File: config.mk
export PLATFORM = sky130hd
export DESIGN_NAME = checkerboard_threshold_select_flat
export DESIGN_NICKNAME = d
export VERILOG_FILES = /design/src/csel_pkg.sv /design/src/csel_if.sv /design/src/csel_cfg.sv /design/src/csel_scan.sv /design/src/csel_result.sv /design/src/checkerboard_threshold_select.sv /design/src/flat_wrapper.sv
export SDC_FILE = /design/constraint.sdc
export NUM_CORES = 2
export LEC_CHECK = 0
export BUFFER_PORTS_ARGS = -buffer_cell sky130_fd_sc_hd__buf_2
export CORE_ASPECT_RATIO = 1.25
export CORE_UTILIZATION = 25
export CTS_BUF_LIST = sky130_fd_sc_hd__clkbuf_4 sky130_fd_sc_hd__clkbuf_8 sky130_fd_sc_hd__clkbuf_16
export DETAILED_ROUTE_END_ITERATION = 10
export PLACE_DENSITY = 0.45
export SLEW_MARGIN = 20
export SYNTH_ARGS = -nofsm -noshare
export SYNTH_HDL_FRONTEND = slang
export SYNTH_SLANG_ARGS = --single-unit
File: constraint.sdc
create_clock -name clk -period 7.56 [get_ports clk]
set_input_delay 0.756 -clock clk [delete_from_list [all_inputs] [get_ports clk]]
set_output_delay 0.756 -clock clk [all_outputs]
set_load 0.005 [all_outputs]
File: src/csel_pkg.sv
// Package for the checkerboard threshold select block.
// Holds field widths, configuration register codes, shared types and helpers.
// No dependencies.
package csel_pkg;

    // Payload widths
    localparam int INDEX_W  = 8;
    localparam int OFFSET_W = 32;
    localparam int NUMBER_W = 32;

    // Configuration port
    localparam int CFG_INDEX_W = 3;
    localparam int CFG_DATA_W  = 13;

    localparam logic [CFG_INDEX_W-1:0] CFG_CUTOFF        = 3'd0;
    localparam logic [CFG_INDEX_W-1:0] CFG_PART          = 3'd1;
    localparam logic [CFG_INDEX_W-1:0] CFG_HALF_CHANNELS = 3'd2;
    localparam logic [CFG_INDEX_W-1:0] CFG_HEIGHT        = 3'd3;
    localparam logic [CFG_INDEX_W-1:0] CFG_WIDTH         = 3'd4;
    localparam logic [CFG_INDEX_W-1:0] CFG_BATCH_COUNT   = 3'd5;

    // Register widths
    localparam int CUTOFF_W = 6;
    localparam int HALF_W   = 11;
    localparam int HEIGHT_W = 13;
    localparam int WIDTH_W  = 13;
    localparam int BATCH_W  = 9;

    // Cycles the derived size products need after a register write
    localparam int SETTLE_CYCLES = 3;
    localparam int SETTLE_W      = 2;

    // Derived configuration handed to the datapath
    typedef struct packed {
        logic [CUTOFF_W-1:0] cutoff;
        logic                part;
        logic [OFFSET_W-1:0] plane;       // height * width
        logic [OFFSET_W-1:0] half_plane;  // half_channels * plane
        logic [OFFSET_W-1:0] image_step;  // (2*half_channels - 1) * plane + 1
        logic                settled;     // products match the registers, no write offered
    } cfg_derived_t;

    // One kept beat between the scan stage and the result register
    typedef struct packed {
        logic [INDEX_W-1:0]  kept_index;
        logic [OFFSET_W-1:0] base_offset;
        logic                upper_half;
        logic [NUMBER_W-1:0] kept_number;
    } scan_beat_t;

    // Zero reads as one, above the maximum saturates
    function automatic logic [31:0] clamp_size(logic [31:0] v, logic [31:0] max_v);
        logic [31:0] r;
        if (v == 32'd0)
            r = 32'd1;
        else if (v > max_v)
            r = max_v;
        else
            r = v;
        return r;
    endfunction

endpackage

File: src/csel_if.sv
// Handshake channels of the checkerboard threshold select block.
// Depends on csel_pkg for the payload widths.
interface csel_index_if import csel_pkg::*; ();
    logic               valid;
    logic               ready;
    logic [INDEX_W-1:0] index_value;

    modport source (output valid, output index_value, input ready);
    modport sink (input valid, input index_value, output ready);
endinterface

interface csel_result_if import csel_pkg::*; ();
    logic                valid;
    logic                ready;
    logic [INDEX_W-1:0]  kept_index;
    logic [OFFSET_W-1:0] tensor_offset;
    logic [NUMBER_W-1:0] kept_number;

    modport source (output valid, output kept_index, output tensor_offset,
                    output kept_number, input ready);
    modport sink (input valid, input kept_index, input tensor_offset,
                  input kept_number, output ready);
endinterface

interface csel_cfg_if import csel_pkg::*; ();
    logic                   valid;
    logic                   ready;
    logic [CFG_INDEX_W-1:0] index;
    logic [CFG_DATA_W-1:0]  data;

    modport source (output valid, output index, output data, input ready);
    modport sink (input valid, input index, input data, output ready);
endinterface

File: src/csel_cfg.sv
// Configuration registers and derived size products.
// Depends on csel_pkg and csel_cfg_if.
module csel_cfg import csel_pkg::*; #(
    parameter int MAX_HALF_CHANNELS = 1024,
    parameter int MAX_HEIGHT        = 4096,
    parameter int MAX_WIDTH         = 4096,
    parameter int MAX_BATCH         = 256,
    localparam int HC_W = $clog2(MAX_HALF_CHANNELS + 1),
    localparam int H_W  = $clog2(MAX_HEIGHT + 1),
    localparam int W_W  = $clog2(MAX_WIDTH + 1),
    localparam int B_W  = $clog2(MAX_BATCH + 1)
) (
    input  logic              clk,
    input  logic              rst_n,
    csel_cfg_if.sink          cfg,
    output cfg_derived_t      derived,
    output logic [HC_W-1:0]   half_size,
    output logic [H_W-1:0]    height_size,
    output logic [W_W-1:0]    width_size,
    output logic [B_W-1:0]    batch_size
);

    logic [CUTOFF_W-1:0] cutoff_reg;
    logic                part_reg;
    logic [HALF_W-1:0]   half_channels_reg;
    logic [HEIGHT_W-1:0] height_reg;
    logic [WIDTH_W-1:0]  width_reg;
    logic [BATCH_W-1:0]  batch_count_reg;

    logic [HC_W-1:0]     half_c_reg;
    logic [H_W-1:0]      height_c_reg;
    logic [W_W-1:0]      width_c_reg;
    logic [B_W-1:0]      batch_c_reg;
    logic [OFFSET_W-1:0] plane_reg;
    logic [OFFSET_W-1:0] half_plane_reg;
    logic [OFFSET_W-1:0] image_step_reg;
    logic [SETTLE_W-1:0] settle_reg;
    logic [SETTLE_W-1:0] settle_next;

    logic                cfg_write;
    logic [H_W+W_W-1:0]  plane_prod;
    logic [HC_W+OFFSET_W-1:0] half_plane_prod;
    logic [HC_W:0]       chans_less_one;
    logic [HC_W+OFFSET_W:0]   image_step_prod;

    assign cfg.ready = 1'b1;
    assign cfg_write = cfg.valid && cfg.ready;

    // Register writes; indexes beyond the list are dropped
    always_ff @(posedge clk or negedge rst_n)
    begin
        if (!rst_n)
        begin
            cutoff_reg        <= '0;
            part_reg          <= 1'b0;
            half_channels_reg <= HALF_W'(1);
            height_reg        <= HEIGHT_W'(1);
            width_reg         <= WIDTH_W'(1);
            batch_count_reg   <= BATCH_W'(1);
        end
        else if (cfg_write)
        begin
            case (cfg.index)
                CFG_CUTOFF:        cutoff_reg        <= cfg.data[CUTOFF_W-1:0];
                CFG_PART:          part_reg          <= cfg.data[0];
                CFG_HALF_CHANNELS: half_channels_reg <= cfg.data[HALF_W-1:0];
                CFG_HEIGHT:        height_reg        <= cfg.data[HEIGHT_W-1:0];
                CFG_WIDTH:         width_reg         <= cfg.data[WIDTH_W-1:0];
                CFG_BATCH_COUNT:   batch_count_reg   <= cfg.data[BATCH_W-1:0];
                default:           ;
            endcase
        end
    end

    // Products: the plane, then both steps from the registered plane
    assign plane_prod      = H_W'(height_c_reg) * W_W'(width_c_reg);
    assign half_plane_prod = (HC_W+OFFSET_W)'(half_c_reg) * (HC_W+OFFSET_W)'(plane_reg);
    assign chans_less_one  = {half_c_reg, 1'b0} - (HC_W+1)'(1);
    assign image_step_prod = (HC_W+OFFSET_W+1)'(chans_less_one)
                           * (HC_W+OFFSET_W+1)'(plane_reg);

    // Clamp, plane, then per-half and per-image steps
    always_ff @(posedge clk or negedge rst_n)
    begin
        if (!rst_n)
        begin
            half_c_reg     <= HC_W'(1);
            height_c_reg   <= H_W'(1);
            width_c_reg    <= W_W'(1);
            batch_c_reg    <= B_W'(1);
            plane_reg      <= OFFSET_W'(1);
            half_plane_reg <= OFFSET_W'(1);
            image_step_reg <= OFFSET_W'(2);
        end
        else
        begin
            half_c_reg     <= HC_W'(clamp_size(32'(half_channels_reg), MAX_HALF_CHANNELS));
            height_c_reg   <= H_W'(clamp_size(32'(height_reg), MAX_HEIGHT));
            width_c_reg    <= W_W'(clamp_size(32'(width_reg), MAX_WIDTH));
            batch_c_reg    <= B_W'(clamp_size(32'(batch_count_reg), MAX_BATCH));
            plane_reg      <= OFFSET_W'(plane_prod);
            half_plane_reg <= OFFSET_W'(half_plane_prod);
            image_step_reg <= OFFSET_W'(image_step_prod) + OFFSET_W'(1);
        end
    end

    // Hold off input beats until the products have caught up
    always_comb
    begin
        if (cfg_write)
            settle_next = SETTLE_W'(SETTLE_CYCLES);
        else if (settle_reg != '0)
            settle_next = settle_reg - SETTLE_W'(1);
        else
            settle_next = settle_reg;
    end

    always_ff @(posedge clk or negedge rst_n)
    begin
        if (!rst_n)
            settle_reg <= '0;
        else
            settle_reg <= settle_next;
    end

    assign derived.cutoff     = cutoff_reg;
    assign derived.part       = part_reg;
    assign derived.plane      = plane_reg;
    assign derived.half_plane = half_plane_reg;
    assign derived.image_step = image_step_reg;
    assign derived.settled    = (settle_reg == '0) && !cfg.valid;

    assign half_size   = half_c_reg;
    assign height_size = height_c_reg;
    assign width_size  = width_c_reg;
    assign batch_size  = batch_c_reg;

    // A write always restarts the settle window
    a_write_holds_off: assert property (@(posedge clk) disable iff (!rst_n)
        cfg_write |=> !derived.settled)
        else $error("datapath released right after a register write");

endmodule

File: src/csel_scan.sv
// Position counters, incremental offsets and the input register stage.
// Depends on csel_pkg and csel_index_if.
module csel_scan import csel_pkg::*; #(
    parameter int MAX_HALF_CHANNELS = 1024,
    parameter int MAX_HEIGHT        = 4096,
    parameter int MAX_WIDTH         = 4096,
    parameter int MAX_BATCH         = 256,
    localparam int HC_W = $clog2(MAX_HALF_CHANNELS + 1),
    localparam int H_W  = $clog2(MAX_HEIGHT + 1),
    localparam int W_W  = $clog2(MAX_WIDTH + 1),
    localparam int B_W  = $clog2(MAX_BATCH + 1)
) (
    input  logic            clk,
    input  logic            rst_n,
    csel_index_if.sink      index_stream,
    input  cfg_derived_t    derived,
    input  logic [HC_W-1:0] half_size,
    input  logic [H_W-1:0]  height_size,
    input  logic [W_W-1:0]  width_size,
    input  logic [B_W-1:0]  batch_size,
    input  logic            take,
    output logic            beat_valid,
    output scan_beat_t      beat
);

    localparam int CH_W  = (MAX_HALF_CHANNELS > 1) ? $clog2(MAX_HALF_CHANNELS) : 1;
    localparam int COL_W = (MAX_WIDTH > 1) ? $clog2(MAX_WIDTH) : 1;
    localparam int ROW_W = (MAX_HEIGHT > 1) ? $clog2(MAX_HEIGHT) : 1;
    localparam int IMG_W = (MAX_BATCH > 1) ? $clog2(MAX_BATCH) : 1;

    logic [CH_W-1:0]     channel_count_reg, channel_count_next;
    logic [COL_W-1:0]    column_count_reg, column_count_next;
    logic [ROW_W-1:0]    row_count_reg, row_count_next;
    logic [IMG_W-1:0]    image_count_reg, image_count_next;
    logic [OFFSET_W-1:0] pixel_base_reg, pixel_base_next;
    logic [OFFSET_W-1:0] channel_step_reg, channel_step_next;
    logic [NUMBER_W-1:0] kept_total_reg, kept_total_next;
    logic                beat_valid_reg, beat_valid_next;
    scan_beat_t          beat_reg;

    logic                accept;
    logic                keep;
    logic                even_pixel;
    logic                upper_half;
    logic                channel_more, column_more, row_more, image_more;

    assign index_stream.ready = derived.settled && (!beat_valid_reg || take);
    assign accept = index_stream.valid && index_stream.ready;

    assign keep       = index_stream.index_value > INDEX_W'(derived.cutoff);
    assign even_pixel = (column_count_reg[0] ^ row_count_reg[0]) == 1'b0;
    assign upper_half = derived.part ? even_pixel : !even_pixel;

    assign channel_more = (HC_W'(channel_count_reg) + HC_W'(1)) < half_size;
    assign column_more  = (W_W'(column_count_reg) + W_W'(1)) < width_size;
    assign row_more     = (H_W'(row_count_reg) + H_W'(1)) < height_size;
    assign image_more   = (B_W'(image_count_reg) + B_W'(1)) < batch_size;

    // Advance channel, column, row, image; offsets follow by additions
    always_comb
    begin
        channel_count_next = channel_count_reg;
        column_count_next  = column_count_reg;
        row_count_next     = row_count_reg;
        image_count_next   = image_count_reg;
        pixel_base_next    = pixel_base_reg;
        channel_step_next  = channel_step_reg;
        if (channel_more)
        begin
            channel_count_next = channel_count_reg + CH_W'(1);
            channel_step_next  = channel_step_reg + derived.plane;
        end
        else
        begin
            channel_count_next = '0;
            channel_step_next  = '0;
            if (column_more)
            begin
                column_count_next = column_count_reg + COL_W'(1);
                pixel_base_next   = pixel_base_reg + OFFSET_W'(1);
            end
            else
            begin
                column_count_next = '0;
                if (row_more)
                begin
                    row_count_next  = row_count_reg + ROW_W'(1);
                    pixel_base_next = pixel_base_reg + OFFSET_W'(1);
                end
                else
                begin
                    row_count_next = '0;
                    if (image_more)
                    begin
                        image_count_next = image_count_reg + IMG_W'(1);
                        pixel_base_next  = pixel_base_reg + derived.image_step;
                    end
                    else
                    begin
                        image_count_next = '0;
                        pixel_base_next  = '0;
                    end
                end
            end
        end
    end

    assign kept_total_next = kept_total_reg + NUMBER_W'(1);

    // Input stage occupancy
    always_comb
    begin
        if (accept)
            beat_valid_next = keep;
        else if (take)
            beat_valid_next = 1'b0;
        else
            beat_valid_next = beat_valid_reg;
    end

    // Control state
    always_ff @(posedge clk or negedge rst_n)
    begin
        if (!rst_n)
        begin
            channel_count_reg <= '0;
            column_count_reg  <= '0;
            row_count_reg     <= '0;
            image_count_reg   <= '0;
            pixel_base_reg    <= '0;
            channel_step_reg  <= '0;
            kept_total_reg    <= '0;
            beat_valid_reg    <= 1'b0;
        end
        else
        begin
            beat_valid_reg <= beat_valid_next;
            if (accept)
            begin
                channel_count_reg <= channel_count_next;
                column_count_reg  <= column_count_next;
                row_count_reg     <= row_count_next;
                image_count_reg   <= image_count_next;
                pixel_base_reg    <= pixel_base_next;
                channel_step_reg  <= channel_step_next;
                if (keep)
                    kept_total_reg <= kept_total_next;
            end
        end
    end

    // Input register payload
    always_ff @(posedge clk)
    begin
        if (accept && keep)
        begin
            beat_reg.kept_index  <= index_stream.index_value;
            beat_reg.base_offset <= pixel_base_reg + channel_step_reg;
            beat_reg.upper_half  <= upper_half;
            beat_reg.kept_number <= kept_total_reg;
        end
    end

    assign beat_valid = beat_valid_reg;
    assign beat       = beat_reg;

    // A held beat stays put until the result register takes it
    a_beat_holds: assert property (@(posedge clk) disable iff (!rst_n)
        beat_valid_reg && !take |=> beat_valid_reg && $stable(beat_reg))
        else $error("input stage beat lost or changed while stalled");

    // Each kept beat bumps the running count by exactly one
    a_count_step: assert property (@(posedge clk) disable iff (!rst_n)
        accept && keep |=> kept_total_reg == $past(kept_total_reg) + NUMBER_W'(1))
        else $error("kept count did not advance by one");

    // Dropped beats leave the running count alone
    a_count_hold: assert property (@(posedge clk) disable iff (!rst_n)
        !(accept && keep) |=> $stable(kept_total_reg))
        else $error("kept count moved without a kept beat");

endmodule

File: src/csel_result.sv
// Result register: adds the channel-half step and drives the result channel.
// Depends on csel_pkg and csel_result_if.
module csel_result import csel_pkg::*; (
    input  logic            clk,
    input  logic            rst_n,
    input  cfg_derived_t    derived,
    input  logic            beat_valid,
    input  scan_beat_t      beat,
    output logic            take,
    csel_result_if.source   result_stream
);

    logic                result_valid_reg, result_valid_next;
    logic [INDEX_W-1:0]  kept_index_reg;
    logic [OFFSET_W-1:0] tensor_offset_reg, tensor_offset_next;
    logic [NUMBER_W-1:0] kept_number_reg;

    // Register free or draining this cycle
    assign take = !result_valid_reg || result_stream.ready;

    assign tensor_offset_next = beat.base_offset
                              + (beat.upper_half ? derived.half_plane : '0);
    assign result_valid_next  = take ? beat_valid : result_valid_reg;

    always_ff @(posedge clk or negedge rst_n)
    begin
        if (!rst_n)
            result_valid_reg <= 1'b0;
        else
            result_valid_reg <= result_valid_next;
    end

    always_ff @(posedge clk)
    begin
        if (take && beat_valid)
        begin
            kept_index_reg    <= beat.kept_index;
            tensor_offset_reg <= tensor_offset_next;
            kept_number_reg   <= beat.kept_number;
        end
    end

    assign result_stream.valid         = result_valid_reg;
    assign result_stream.kept_index    = kept_index_reg;
    assign result_stream.tensor_offset = tensor_offset_reg;
    assign result_stream.kept_number   = kept_number_reg;

    // A beat moved out of the input stage shows up as a result
    a_beat_arrives: assert property (@(posedge clk) disable iff (!rst_n)
        take && beat_valid |=> result_valid_reg)
        else $error("beat taken from input stage but no result presented");

endmodule

File: src/checkerboard_threshold_select.sv
// Checkerboard threshold select takes one index byte per beat in compact
// checkerboard order (channel fastest over half the channels, then column, row,
// image) and returns each byte above the cutoff with its NCHW offset mod 2^32
// and a running kept count. Sustained rate is one beat per cycle while results
// are taken; a result passes the input register, then the result register. Each
// configuration write closes the input while the size products (height*width,
// then half_channels*plane and the per-image step) pass through their multiply
// stages. Configuration must be written only while the block is idle.
module checkerboard_threshold_select import csel_pkg::*; #(
    parameter int MAX_HALF_CHANNELS = 1024,
    parameter int MAX_HEIGHT        = 4096,
    parameter int MAX_WIDTH         = 4096,
    parameter int MAX_BATCH         = 256
) (
    input  logic            clk,
    input  logic            rst_n,
    csel_cfg_if.sink        cfg,
    csel_index_if.sink      index_stream,
    csel_result_if.source   result_stream
);

    localparam int HC_W = $clog2(MAX_HALF_CHANNELS + 1);
    localparam int H_W  = $clog2(MAX_HEIGHT + 1);
    localparam int W_W  = $clog2(MAX_WIDTH + 1);
    localparam int B_W  = $clog2(MAX_BATCH + 1);

    cfg_derived_t    derived;
    logic [HC_W-1:0] half_size;
    logic [H_W-1:0]  height_size;
    logic [W_W-1:0]  width_size;
    logic [B_W-1:0]  batch_size;
    logic            take;
    logic            beat_valid;
    scan_beat_t      beat;

    // Registers and size products
    csel_cfg #(
        .MAX_HALF_CHANNELS (MAX_HALF_CHANNELS),
        .MAX_HEIGHT        (MAX_HEIGHT),
        .MAX_WIDTH         (MAX_WIDTH),
        .MAX_BATCH         (MAX_BATCH)
    ) u_cfg (
        .clk         (clk),
        .rst_n       (rst_n),
        .cfg         (cfg),
        .derived     (derived),
        .half_size   (half_size),
        .height_size (height_size),
        .width_size  (width_size),
        .batch_size  (batch_size)
    );

    // Counters and input stage
    csel_scan #(
        .MAX_HALF_CHANNELS (MAX_HALF_CHANNELS),
        .MAX_HEIGHT        (MAX_HEIGHT),
        .MAX_WIDTH         (MAX_WIDTH),
        .MAX_BATCH         (MAX_BATCH)
    ) u_scan (
        .clk          (clk),
        .rst_n        (rst_n),
        .index_stream (index_stream),
        .derived      (derived),
        .half_size    (half_size),
        .height_size  (height_size),
        .width_size   (width_size),
        .batch_size   (batch_size),
        .take         (take),
        .beat_valid   (beat_valid),
        .beat         (beat)
    );

    // Result register
    csel_result u_result (
        .clk           (clk),
        .rst_n         (rst_n),
        .derived       (derived),
        .beat_valid    (beat_valid),
        .beat          (beat),
        .take          (take),
        .result_stream (result_stream)
    );

endmodule

File: src/flat_wrapper.sv
// flat-port wrapper written by rule: the top's interface ports become plain ports
module checkerboard_threshold_select_flat import csel_pkg::*;
#(
    parameter int MAX_HALF_CHANNELS = 1024,
    parameter int MAX_HEIGHT        = 4096,
    parameter int MAX_WIDTH         = 4096,
    parameter int MAX_BATCH         = 256
)
  (clk, rst_n, cfg_valid, cfg_index, cfg_data, cfg_ready, index_stream_valid, index_stream_index_value, index_stream_ready, result_stream_valid, result_stream_kept_index, result_stream_tensor_offset, result_stream_kept_number, result_stream_ready);
  csel_cfg_if cfg_i ();
  csel_index_if index_stream_i ();
  csel_result_if result_stream_i ();
  input  logic clk;
  input  logic rst_n;
  input wire logic [$bits(cfg_i.valid)-1:0] cfg_valid;
  input wire logic [$bits(cfg_i.index)-1:0] cfg_index;
  input wire logic [$bits(cfg_i.data)-1:0] cfg_data;
  output wire logic [$bits(cfg_i.ready)-1:0] cfg_ready;
  input wire logic [$bits(index_stream_i.valid)-1:0] index_stream_valid;
  input wire logic [$bits(index_stream_i.index_value)-1:0] index_stream_index_value;
  output wire logic [$bits(index_stream_i.ready)-1:0] index_stream_ready;
  output wire logic [$bits(result_stream_i.valid)-1:0] result_stream_valid;
  output wire logic [$bits(result_stream_i.kept_index)-1:0] result_stream_kept_index;
  output wire logic [$bits(result_stream_i.tensor_offset)-1:0] result_stream_tensor_offset;
  output wire logic [$bits(result_stream_i.kept_number)-1:0] result_stream_kept_number;
  input wire logic [$bits(result_stream_i.ready)-1:0] result_stream_ready;
  assign cfg_i.valid = cfg_valid;
  assign cfg_i.index = cfg_index;
  assign cfg_i.data = cfg_data;
  assign cfg_ready = cfg_i.ready;
  assign index_stream_i.valid = index_stream_valid;
  assign index_stream_i.index_value = index_stream_index_value;
  assign index_stream_ready = index_stream_i.ready;
  assign result_stream_valid = result_stream_i.valid;
  assign result_stream_kept_index = result_stream_i.kept_index;
  assign result_stream_tensor_offset = result_stream_i.tensor_offset;
  assign result_stream_kept_number = result_stream_i.kept_number;
  assign result_stream_i.ready = result_stream_ready;
  checkerboard_threshold_select #(.MAX_HALF_CHANNELS(MAX_HALF_CHANNELS), .MAX_HEIGHT(MAX_HEIGHT), .MAX_WIDTH(MAX_WIDTH), .MAX_BATCH(MAX_BATCH)) u_core (.clk(clk), .rst_n(rst_n), .cfg(cfg_i), .index_stream(index_stream_i), .result_stream(result_stream_i));
endmodule
; Yosys cells after proc, flatten, opt, wreduce, memory -nomap -nowiden
; Index checks and enable logic that the tools add are counted.
[word_totals]
regBits = 476
latchBits = 0
mem_bits_rw = 0
mem_bits_ro = 0
in_bits = 29
word_cells = 120
memories = 0
[classes]
addsub = 17
mul = 3
div = 0
n_lt_le_gt_ge = 9
n_eq_ne = 5
n_shift = 0
n_mux = 22
bitwise = 5
n_reduce_logical = 29
[op_table]
columns = op, count
row1 = $mux W32, 5
row2 = $add A32 B1 Y32 const B, 3
row3 = $add A32 B32 Y32, 3
row4 = $mux W13, 4
row5 = $add A32 B26 Y32, 1
row6 = $mul A11 B26 Y32, 1
row7 = $mul A12 B26 Y32, 1
row8 = $add A12 B1 Y13 const B, 2
row9 = $gt A13 B13 Y1 const B, 2
row10 = $logic_not A13 Y1, 2
row11 = $lt A13 B13 Y1, 2
row12 = $mul A13 B13 Y26, 1
row13 = $add A12 B1 Y12 const B, 2
row14 = $mux W12, 2
row15 = $mux W11, 2
row16 = $mux W9, 2
row17 = $reduce_and A2 Y1, 8
row18 = $sub A12 B1 Y12 const B, 1
row19 = $add A10 B1 Y11 const B, 1
row20 = $gt A11 B11 Y1 const B, 1
row21 = $logic_not A11 Y1, 1
row22 = $lt A11 B11 Y1, 1
row23 = $add A10 B1 Y10 const B, 1
row24 = $mux W10, 1
row25 = other kinds (23), 40

; Logic depth before layout (Yosys ltp)
[depth]
word_depth = 6
mapped_depth = 28

; Modules after synthesis
; From an unflattened synthesis, not the netlist that was laid out.
[unflattened]
hier_cells = 4961
area_unflattened_um2 = 47750.8
[by_module_without_submodules]
columns = mod, n_inst, cells_each, area_per_inst_um2, seq_area_each_um2
row1 = csel_cfg, 1, 2970, 28302.1, 4793.3
row2 = csel_scan, 1, 1628, 15215.8, 5670.4
row3 = csel_result, 1, 363, 4232.8, 2187.1

; Worst setup path after synthesis
; Ideal clock, no wire load.
[synth_timing]
path_type = flip-flop to flip-flop
from = register u_core.u_cfg.half_c_reg[0] (netlist: u_core.u_cfg.half_size[0])
to = register u_core.u_cfg.image_step_reg[30]
setup_ns = 0.080
arrival_time_ns = 6.583
setup_slack_ns = 0.897
path_stages_with_launch = 27
n_path_buf = 3
synth_period_minus_slack_ns = 6.663
cell_sequence = dfstp_2 -> clkbuf_1 -> inv_1 -> clkbuf_1 -> ha_1 -> and3_1 -> xnor2_1 -> clkbuf_1 -> nand2_1 -> fa_1 -> fa_1 -> fa_1 -> inv_1 -> fa_1 -> inv_1 -> fa_1 -> inv_1 -> ha_1 -> and4_1 -> nand2_1 -> or3_1 -> o211ai_1 -> a21o_1 -> o31a_1 -> a211o_1 -> a21oi_1 -> xnor2_1
[synth_via]
elab_chain_len = 3
[synth_lines]
columns = item, line_no
row1 = start: declaration, csel_cfg.sv:30  ; logic [HC_W-1:0] half_c_reg;
row2 = start signal: assignment, csel_cfg.sv:97  ; half_c_reg <= HC_W'(clamp_size(32'(half_channels_reg), MAX_HALF_CHANNELS));
row3 = $sub A12 B1 Y12, csel_cfg.sv:78  ; assign chans_less_one = {half_c_reg, 1'b0} - (HC_W+1)'(1);
row4 = $mul A12 B26 Y32, csel_cfg.sv:80  ; * (HC_W+OFFSET_W+1)'(plane_reg);
row5 = $add A32 B1 Y32, csel_cfg.sv:103  ; image_step_reg <= OFFSET_W'(image_step_prod) + OFFSET_W'(1);
row6 = end signal: assignment, csel_cfg.sv:103
row7 = end: declaration, csel_cfg.sv:36  ; logic [OFFSET_W-1:0] image_step_reg;
; Every way passes these cells.
; A chain may end at the register's enable or synchronous reset.

; Worst setup path in the final report
[layout_timing]
from = register u_core.u_cfg.half_c_reg[3] (netlist: u_core.u_cfg.half_size[3])
to = register u_core.u_cfg.image_step_reg[22]
; Same word-level chain as after synthesis.

==> out/qor.json <==
{
  "clocking": {
    "cts_tree": "yes",
    "ctsLongestPathBuffers": 3,
    "cts-buffers-inserted": 56,
    "worstSkewPairLatency_ns": 0.66,
    "cts_setup_buffers": 0,
    "post_cts_resize_count": 0,
    "hold_buf_count_cts": 0,
    "cts.htree.levels": 2,
    "cts.clk_slew.worst_paths_ns": 0.06,
    "cts.root.buffer_cell": "clkbuf_16",
    "clock_sink_count": 476
  },
  "logic_synthesis": {
    "synth-edff-count": 145,
    "synth_largest_area_cell": "fa_1",
    "synth_top_area_share_pct": 24.2,
    "postSynthCellCount": 4818,
    "synth_nets": 5761,
    "synthesis.yosys.warnings": 0,
    "synth_fa_ha_area_share_pct": 33.9,
    "combined_area_of_all_synthesized_cells_mm2": 0.0461,
    "ys_async_sr_fraction_pct": 69.5,
    "yosysSeqAreaShare_pct": 27.4,
    "synthXorXnorAreaFrac_pct": 5.18,
    "synth.area.mux_share_pct": 1.24,
    "top_count_cell_post_synth": "inv_1",
    "synth_flop_cell": "dfrtp_1",
    "dominant_combinational_cell_family_by_area_after_synthesis": "adder cells",
    "synth_compound_area_share_pct": 10.5,
    "post_synth_and_or_nand_nor_area_fraction_pct": 14.8,
    "yosys_register_bits": 476,
    "ys_types": 86,
    "synth_area_leaders": "fa_1 24%, dfrtp_1 17%, ha_1 9.7%",
    "syn-mean-instance-area_um2": 9.58,
    "post_synth_most_frequent_cells": "675 x inv_1, 640 x nand2_1, 558 x fa_1"
  },
  "cells_and_area": {
    "final_core_util_pct": 28.4,
    "drive_gt1_share_pct": 8.25,
    "flow.area_growth_from_synthesis_pct": 12.5,
    "postLayoutCellArea_mm2": 0.0519,
    "largest_register_ffs": 73,
    "post_layout_nonfiller_instances": 7351,
    "design.final.nets": 5856
  },
  "routing": {
    "drt-total-wl_mm": 142,
    "drt-initial-drc-count": 2063,
    "drt-wirelength-per-cell_um": 19.3,
    "num_vias": 34179,
    "detailedRoute.firstPassIterationCount": 5,
    "detail_route.drc_violations": 0,
    "avgViaCountPerCell": 4.65,
    "antenna_left": 0
  },
  "timing": {
    "timing.clock.skew_ns": 0.0681,
    "setup_viol_count_final": 0,
    "timing_worst_slew_pin_value_ns": 1.18,
    "max_slew_margin_pct": 21.2,
    "setup-tns-final_ns": 0,
    "timing_hold_violations_final": 0,
    "min_period_ns": 6.93,
    "fmax_achieved_ghz": 0.144,
    "post-route-period-util_pct": 91.7,
    "maxSlewViolCount": 0,
    "rsz_0062_raised_after_global_routing": "false"
  },
  "global_routing": {
    "grt_first_pass_wirelength_mm": 220,
    "grt_overflow": 0,
    "via_count_of_the_first_global_routing_pass": 36151,
    "grt_start_max_net_pins": 131,
    "grt_usage_pct": 15.5,
    "grt_antenna_before_repair": 10
  },
  "setup_path": {
    "worstSetupStartpointType": "flip-flop",
    "rr_startpoint": "u_core.u_cfg.half_size[3]",
    "timing.critical_path.cells": "clkinv_1 > xnor2_2 > buf_4 > nand2_1 > fa_1 > inv_1 > fa_1 > fa_1 > fa_1 > fa_1 > ha_1 > a2111oi_0 > o21a_1 > o32ai_1 > a21boi_0 > o211ai_1 > a31o_2 > a21oi_1 > xnor2_1",
    "worstPathArrival_ns": 7.46,
    "crit_type": "reg -> reg",
    "cpMostUsedCell": "fa_1",
    "setup.worst_path.start": "u_core.u_cfg.half_size[3]",
    "critical-path-slowest-cell": "xnor2_2",
    "timing.critical_path.required_ns": 8.09,
    "setup.worst_path.end_class": "flip-flop",
    "cp_slowest_stage_delay_ns": 0.77,
    "critical_path.max_fanout": 13
  },
  "place": {
    "dp_cells": 7244,
    "port-buffer-count": 102,
    "detailed_place_hpwl_mm": 113,
    "detailed_place.area_mm2": 0.0499,
    "gp_congestion": 0.888
  },
  "floorplan": {
    "top_level_ports": 104,
    "floorplan.die_area_mm2": 0.186,
    "fp.dieH_um": 482,
    "initial_core_util_pct": 25.3,
    "fp.coreArea_mm2": 0.183,
    "row_count": 175,
    "die_w_um": 386
  },
  "hold_path": {
    "hold_class": "in -> async"
  },
  "run_status": {
    "run_status": "finished, final reports clean"
  },
  "flow_run": {
    "cap_violations": 0
  }
}
==> metrics by stage <==
stage	worst slack, ns	hold slack, ns
5_1_grt	0.255	0.130
3_5_place_dp	0.708	0.405
2_1_floorplan	0.897	0.400
4_1_cts	0.679	0.115
6_report	0.627	0.113
3_3_place_gp	0.830	0.403
==> metal layers <==
metal | routed length [um] | vias to the layer above | global-route usage, % | part of all wire [%]
met4 | 5070 | 2 | 5.22 | 3.6
met2 | 72400 | 754 | 27.7 | 51
met3 | 5470 | 193 | 1.64 | 3.8
li1 | - | 15874 | - | -
met1 | 59300 | 17356 | 19.1 | 42
met5 | 11 | - | 0 | 0.0077
==> worst paths after layout <==
kind / cells past startpoint / end / slack, ns
max in group asynchronous: 2 / u_core.u_scan.channel_count_reg[9] / 6.13
min in group clk: 1 / u_core.u_scan.beat[65] / 0.29
setup reg to reg: 19 / u_core.u_cfg.image_step_reg[22] / 0.63
setup / recovery: 19 / u_core.u_cfg.image_step_reg[22] / 0.63
hold reg to reg: 0 / u_core.u_result.result_stream.kept_index[1] / 0.42
hold / removal: 1 / u_core.u_cfg.height_reg[10] / 0.11
==> kinds of logic (layout without fill, tap and decap cells) <==
| logic type | Yosys count | count (layout) |
|---|---|---|
| mux | 51 | 51 |
| simple gates | 1501 | 1501 |
| xor+xnor | 272 | 272 |
| fa+ha+maj | 914 | 914 |
| other cells | 1 | 4 |
| compound gates | 746 | 746 |
| flops | 476 | 476 |
| buf+inv | 857 | 998 |
==> placed cells by master (no fill, tap or decap), types with 44 or more instances in the layout <==
cell type and n:
inv_1 674, nand2_1 640, fa_1 558, ha_1 356, nor2_1 347, dfrtp_1 320, o21ai_0 191, a21oi_1 182
xnor2_1 172, edfxtp_1 145, and2_1 118, buf_2 101, buf_4 95, xor2_1 94, a21o_1 82, nand3_1 80
clkbuf_16 57, nor2b_1 56, and3_1 55, nand2b_1 54, mux2_2 49, nor3_1 44
==> area by class of cell <==
class	count	area (um^2)
fillers	19381	131000
multi-input cells	3485	30300
flip-flops and latches	476	12700
well taps	2389	2990
inverters	695	2610
clock buffers	78	1650
repair buffers	199	1270
clock inverters	26	394
diodes	3	7.51
==> worst max-delay path: cells and delay by family (launching register included) <==
kind                     cells  cell delay, ns
AO/OA/AOI/OAI                7            1.82
flip-flops                   1            0.65
adder cells (fa/ha/maj)      6            2.63
AND/OR/NAND/NOR              1            0.09
XOR/XNOR                     2            0.90
buffers and inverters        3            0.74
Power is not shown: default switching activity piles up to over one toggle a cycle in this logic, so the estimate is an artifact.
